[config.mk]
export PLATFORM = sky130hd
export DESIGN_NAME = skvt_cell
export DESIGN_NICKNAME = d
export VERILOG_FILES = /design/src/hw/rtl/sorted_key_value_table_top_assert.svh /design/src/hw/rtl/skvt_pkg.sv /design/src/hw/rtl/skvt_cell.sv
export SDC_FILE = /design/constraint.sdc
export NUM_CORES = 1
export LEC_CHECK = 0
export ABC_AREA = 1
export BUFFER_PORTS_ARGS = -buffer_cell sky130_fd_sc_hd__buf_2
export CORE_AREA = 2 2 152 154
export DETAILED_ROUTE_END_ITERATION = 16
export DIE_AREA = 0 0 154 156
export PLACE_DENSITY = 0.7
export SLEW_MARGIN = 40
export SYNTH_ARGS = -nofsm -noshare
export SYNTH_HDL_FRONTEND = slang
export SYNTH_SLANG_ARGS = --single-unit
[constraint.sdc]
create_clock -name clk_i -period 3.9 [get_ports clk_i]
set_input_delay 0.78 -clock clk_i [delete_from_list [all_inputs] [get_ports clk_i]]
set_output_delay 0.78 -clock clk_i [all_outputs]
set_load 0.1 [all_outputs]
[src/hw/rtl/sorted_key_value_table_top_assert.svh]
// Assertion macros for the sorted key/value table.
// Used by sorted_key_value_table_top; needs clk_i and rst_ni in scope.
`ifndef SORTED_KEY_VALUE_TABLE_TOP_ASSERT_SVH
`define SORTED_KEY_VALUE_TABLE_TOP_ASSERT_SVH

// Property checked on every clock, off during reset.
`define SKVT_ASSERT(lbl, prop, msg) \
  lbl: assert property (@(posedge clk_i) disable iff (!rst_ni) prop) else $error(msg);

// Condition that must never hold.
`define SKVT_ASSERT_NEVER(lbl, cond, msg) \
  lbl: assert property (@(posedge clk_i) disable iff (!rst_ni) !(cond)) else $error(msg);

`endif

[src/hw/rtl/skvt_pkg.sv]
// Shared types and constants for the sorted key/value table.
// No dependencies.
`default_nettype none

package skvt_pkg;

  localparam int unsigned DEPTH       = 64;
  localparam int unsigned ADDR_BITS   = 64;
  localparam int unsigned COUNT_W     = $clog2(DEPTH + 1);
  localparam int unsigned COUNT_OUT_W = 7;

  typedef enum logic [1:0] {
    OP_LOOKUP = 2'd0,
    OP_SET    = 2'd1,
    OP_REMOVE = 2'd2
  } op_e;

  typedef enum logic [2:0] {
    CELL_HOLD,
    CELL_COMPARE,
    CELL_INSERT,
    CELL_UPDATE,
    CELL_REMOVE
  } cell_op_e;

  typedef enum logic [2:0] {
    S_IDLE,
    S_CMP,
    S_FIND,
    S_APPLY,
    S_SEND
  } state_e;

  typedef struct packed {
    logic [1:0]  op;
    logic [63:0] address;
    logic [31:0] value_in;
  } req_t;

  typedef struct packed {
    logic        hit;
    logic [31:0] value_out;
    logic        full_res;
    logic [6:0]  count;
  } rsp_t;

  typedef struct packed {
    logic [ADDR_BITS-1:0] key;
    logic [31:0]          value;
  } entry_t;

  typedef struct packed {
    cell_op_e op;
    entry_t   entry;
  } cell_cmd_t;

endpackage

`default_nettype wire

[src/hw/rtl/skvt_cell.sv]
// One slot of the sorted table: key, value and compare flags.
// Depends on skvt_pkg.
`default_nettype none

module skvt_cell (
  input  logic               clk_i,
  input  logic               rst_ni,
  input  skvt_pkg::cell_cmd_t cmd_i,
  input  logic               occ_i,
  input  logic               prev_ge_i,
  input  skvt_pkg::entry_t   left_i,
  input  skvt_pkg::entry_t   right_i,
  output skvt_pkg::entry_t   entry_o,
  output logic               ge_o,
  output logic               eq_o
);
  import skvt_pkg::*;

  entry_t entry_q, entry_d;
  logic   ge_q, ge_d, eq_q, eq_d;

  always_comb begin
    entry_d = entry_q;
    ge_d    = ge_q;
    eq_d    = eq_q;
    case (cmd_i.op)
      CELL_COMPARE: begin
        eq_d = occ_i && (entry_q.key == cmd_i.entry.key);
        ge_d = !occ_i || (entry_q.key >= cmd_i.entry.key);
      end
      CELL_INSERT: begin
        if (ge_q) begin
          entry_d = prev_ge_i ? left_i : cmd_i.entry;
        end
      end
      CELL_UPDATE: begin
        if (eq_q) begin
          entry_d.value = cmd_i.entry.value;
        end
      end
      CELL_REMOVE: begin
        if (ge_q) begin
          entry_d = right_i;
        end
      end
      default: begin
      end
    endcase
  end

  always_ff @(posedge clk_i) begin
    entry_q <= entry_d;
  end

  always_ff @(posedge clk_i or negedge rst_ni) begin
    if (!rst_ni) begin
      ge_q <= 1'b0;
      eq_q <= 1'b0;
    end else begin
      ge_q <= ge_d;
      eq_q <= eq_d;
    end
  end

  assign entry_o = entry_q;
  assign ge_o    = ge_q;
  assign eq_o    = eq_q;

endmodule

`default_nettype wire

==> results.txt <==
The run finished with clean final reports. The number of global-route vias before repair came out at 7,227. The first routing iteration left 547 violations. The total of buffers placed on input and output ports came out at 392. The worst hold-check path type is in2async. The static leakage power came out at 5.16 nW.

The number of nets produced by synthesis came out at around 1,300. The setup clock skew after layout is around 0.013 ns. In the final timing run, aggregate negative setup slack is 0 ns. In this run the remaining antenna-violating nets after routing total 0. The synthesis warning total is 0. Setup repair after global routing left no endpoint under its margin.

In this run the critical register-to-register path is captured at entry_o[50]$_DFFE_PP_. On the critical path the largest part of the delay comes from buffers and inverters. The average routed wire per standard cell is 14.7 um.

The portion of the clock cycle consumed by the worst path in the final layout is 58.2%. Summing the sequential cell areas from Yosys gives 40.8% of the chip area. TritonCTS built the clock tree. The post-synthesis cell type count is 27. The highest cell delay on the worst timing path came out at 0.40 ns.

The clock root buffer master is sky130_fd_sc_hd__clkbuf_16. The worst pin sits at a relative slew slack of 48.8%. By instance count, the cell type seen most on the critical path is sky130_fd_sc_hd__nand2_1. The number of top-level design ports is 393.

The final layout contains 1,686 nets. Static timing analysis puts the maximum clock frequency at 441 MHz. The initial antenna violation count is 1. The wire length after detailed routing came out at 23,700 um. The worst register-to-register path begins at ge_o$_DFFE_PN0N_.

The first global-routing pass estimated ~37,000 um of wire. Counting buffers and inverters, the worst setup path is 7 cells deep. The floorplan step set the die width to 154 um. The cell area after placement came out at 9370 um^2. The post-synthesis average cell area came out at 7.49 um^2.

The DRC violation count after routing came out at 0. For this run, the total global-route usage over all layers was measured as 19.3%. Setup slack on the critical path of the routed design comes to 1.63 ns. The cts-stage hold buffer count came out at 0.

The post-route netlist has 32.4% of its cells at a drive strength greater than 1. The count of pins over their slew limit came out at 0. The maximum ir drop on the vdd rail is approximately 0.17 mV. The detailed-route via count came out at 7,470. The post-layout instance count excluding filler cells is 1,618.

The die covers ~24,000 um^2. The remaining global-route overflow is 0. In this run the worst path has a maximum fanout of slightly below 100. The max-cap violation count is 0. The die outline height came out at about 160 um. The count of cells resized by post-cts repair is 0. Counting cells, the worst reg-to-reg path comes to 3. The number of failing setup endpoints in the final timing report is 0.

The signal on the critical path passes through buf_2 > nor3_2 > buf_12 > inv_2 > buf_4 > nand2_1 > nand2_1. The region available for standard cell placement spans between 20,000 and 25,000 um^2. The synthesis-stage register bit count came out at just under 100.

At the end of routability-driven placement, the weighted congestion stood at 0.866. The number of vias per cell is 4.62. The power density normalized to cell area came out at 349 nW/um^2. The transition time at the pin with the least slew margin came out at 0.768 ns. The largest net degree at the start of global routing came out at 100. The initialized floorplan defines 55 standard-cell rows. The detailed placer's ending HPWL came out at 18,800 um. The clock-pin slew on the worst setup and hold paths came out at about 0.080 ns.

The maximum clock insertion buffer count is 2. The mapped netlist covers approximately 7000 um^2. The arrival time at the worst endpoint is ~2.4 ns. The initial core utilization came out at 32.1%. The setup path with the least slack is of type in2reg. The worst setup path is captured at a flop. The setup fix buffers added after clock tree synthesis came out at 0. The finished layout cell area came out at 9670 um^2.

Counting I/O delays and the setup requirement, the final critical path takes 2.27 ns. For this design, the slowest cell found on the critical path is sky130_fd_sc_hd__buf_12. The instance count of the mapped netlist came out at 960. The number of detailed-routing iterations run before antenna repair is 5.

Compared with the post-synthesis result, the final layout area differs by 34.5%. The category of the worst setup path launch point is an input pin. The clock insertion delay at the later pin of the skew report is around 0.35 ns. The worst path required time came out at 4.00 ns. The pre-CTS setup slack came out at 1.29 ns.

CTS saw 98 sinks. The number of CTS-inserted buffers came out at 9. The number of levels the H-tree was split into came out at 3. The number of buffers and inverters on the critical path is 4. The number of failing hold endpoints at the final stage is 0. The sum of internal, switching and leakage power is 3.37 mW.

The placed instance count is 1,601. The worst setup slack for register-to-register paths came out at 2.13 ns.
layer usage:
layer / track usage (%) / vias up / wire [um]
met5: 0 / - / 0
met2: 33.6 / 293 / 11500
li1: - / 3845 / -
met1: 23.1 / 3297 / 9790
met4: 7.70 / 0 / 661
met3: 4.33 / 35 / 1750
power by group:
group          internal (mW)  switching, mW  leakage [nW]  total [mW]
Combinational          0.300          0.843          4.09        1.14
Clock                  0.504          0.431         0.149       0.935
Sequential              1.26         0.0341         0.923        1.29
Total                   2.06           1.31          5.16        3.37
per-stage QoR:
stage	util, %	hold slack [ns]
after detailed placement	41.9	0.571
after global placement	41.9	0.563
after CTS	43.2	0.179
final	43.2	0.199
after floorplan	-	0.484
after global routing	43.2	0.183
registers in the layout, summed over array words and instances (netlist names):
| register | count |
|---|---|
| eq_o | 1 |
| ge_o | 1 |
| entry_o | 96 |
cells in the mapped netlist:
library cell	instances	area share [%]
sky130_fd_sc_hd__nor2_4	3	0.47
sky130_fd_sc_hd__nand2_4	1	0.16
sky130_fd_sc_hd__nor2_1	18	0.94
sky130_fd_sc_hd__nand3_1	7	0.49
sky130_fd_sc_hd__o21ai_0	104	7.2
sky130_fd_sc_hd__a21o_1	2	0.21
sky130_fd_sc_hd__ha_1	64	11
sky130_fd_sc_hd__buf_6	2	0.31
sky130_fd_sc_hd__edfxtp_1	96	40
sky130_fd_sc_hd__nor2_2	6	0.52
sky130_fd_sc_hd__inv_2	2	0.10
sky130_fd_sc_hd__a32o_1	1	0.14
sky130_fd_sc_hd__nand2_2	1	0.087
sky130_fd_sc_hd__and2_4	1	0.12
sky130_fd_sc_hd__and2_1	2	0.17
sky130_fd_sc_hd__nand4_1	4	0.35
sky130_fd_sc_hd__buf_2	29	2.0
sky130_fd_sc_hd__inv_1	119	6.2
sky130_fd_sc_hd__o211ai_1	32	3.3
sky130_fd_sc_hd__nor3_1	1	0.070
sky130_fd_sc_hd__clkbuf_1	9	0.47
sky130_fd_sc_hd__dfrtp_1	2	0.70
sky130_fd_sc_hd__o21a_1	3	0.31
sky130_fd_sc_hd__and2_0	1	0.087
sky130_fd_sc_hd__nand2_1	417	22
sky130_fd_sc_hd__buf_4	4	0.42
sky130_fd_sc_hd__a21oi_1	29	2.0
final cells by class:
type	instances	area, um^2
Timing Repair Buffer	400	2050
Fill cell	2290	12700
Clock buffer	9	225
Clock inverter	7	73.8
Tap cell	285	357
Sequential cell	98	2930
Multi-Input combinational cell	697	3570
Antenna cell	1	2.50
Inverter	121	454
cell usage in the layout, fill, tap and decap left out:
master and count:
sky130_fd_sc_hd__buf_4 7, sky130_fd_sc_hd__nand2_1 417, sky130_fd_sc_hd__a32o_1 1, sky130_fd_sc_hd__a21o_1 2, sky130_fd_sc_hd__o211ai_1 32, sky130_fd_sc_hd__nor2_4 3, sky130_fd_sc_hd__nor3_2 1, sky130_fd_sc_hd__inv_1 117
sky130_fd_sc_hd__and2_1 2, sky130_fd_sc_hd__inv_6 4, sky130_fd_sc_hd__nor2_1 18, sky130_fd_sc_hd__a21oi_1 29, sky130_fd_sc_hd__and2_4 1, sky130_fd_sc_hd__nand2_4 1, sky130_fd_sc_hd__bufinv_16 1, sky130_fd_sc_hd__diode_2 1
sky130_fd_sc_hd__nand2_2 1, sky130_fd_sc_hd__clkbuf_16 9, sky130_fd_sc_hd__and2_0 1, sky130_fd_sc_hd__nand3_1 7, sky130_fd_sc_hd__nand4_1 4, sky130_fd_sc_hd__o21a_1 3, sky130_fd_sc_hd__edfxtp_1 96, sky130_fd_sc_hd__buf_2 391
sky130_fd_sc_hd__clkinv_1 1, sky130_fd_sc_hd__o21ai_0 104, sky130_fd_sc_hd__clkinv_2 1, sky130_fd_sc_hd__buf_12 2, sky130_fd_sc_hd__inv_2 4, sky130_fd_sc_hd__ha_1 64, sky130_fd_sc_hd__nor2_2 6, sky130_fd_sc_hd__dfrtp_1 2
how the worst max path moves through the flow:
| stage | endpoint | from | slack (ns) |
|---|---|---|---|
| after floorplan | entry_o[32]$_DFFE_PP_ | cmd_i[96] | 0.79 |
| after global placement | entry_o[49]$_DFFE_PP_ | cmd_i[96] | 1.33 |
| after detailed placement | entry_o[48]$_DFFE_PP_ | cmd_i[96] | 1.29 |
| after CTS | entry_o[50]$_DFFE_PP_ | cmd_i[96] | 1.67 |
| after global routing | entry_o[50]$_DFFE_PP_ | cmd_i[96] | 1.56 |
| final | entry_o[46]$_DFFE_PP_ | cmd_i[96] | 1.63 |
kinds of logic (layout without fill, tap and decap cells):
| group | Yosys count | count (layout) | share of synthesized area, % |
|---|---|---|---|
| adders and majority gates | 64 | 64 | 11.1 |
| other | 0 | 1 | 0 |
| buffers and inverters | 165 | 537 | 9.54 |
| DFF | 98 | 98 | 40.8 |
| AOI/OAI and AO/OA | 171 | 171 | 13.3 |
| and+or+nand+nor | 462 | 462 | 25.2 |
Note: power is estimated with default switching activity, not from simulation.
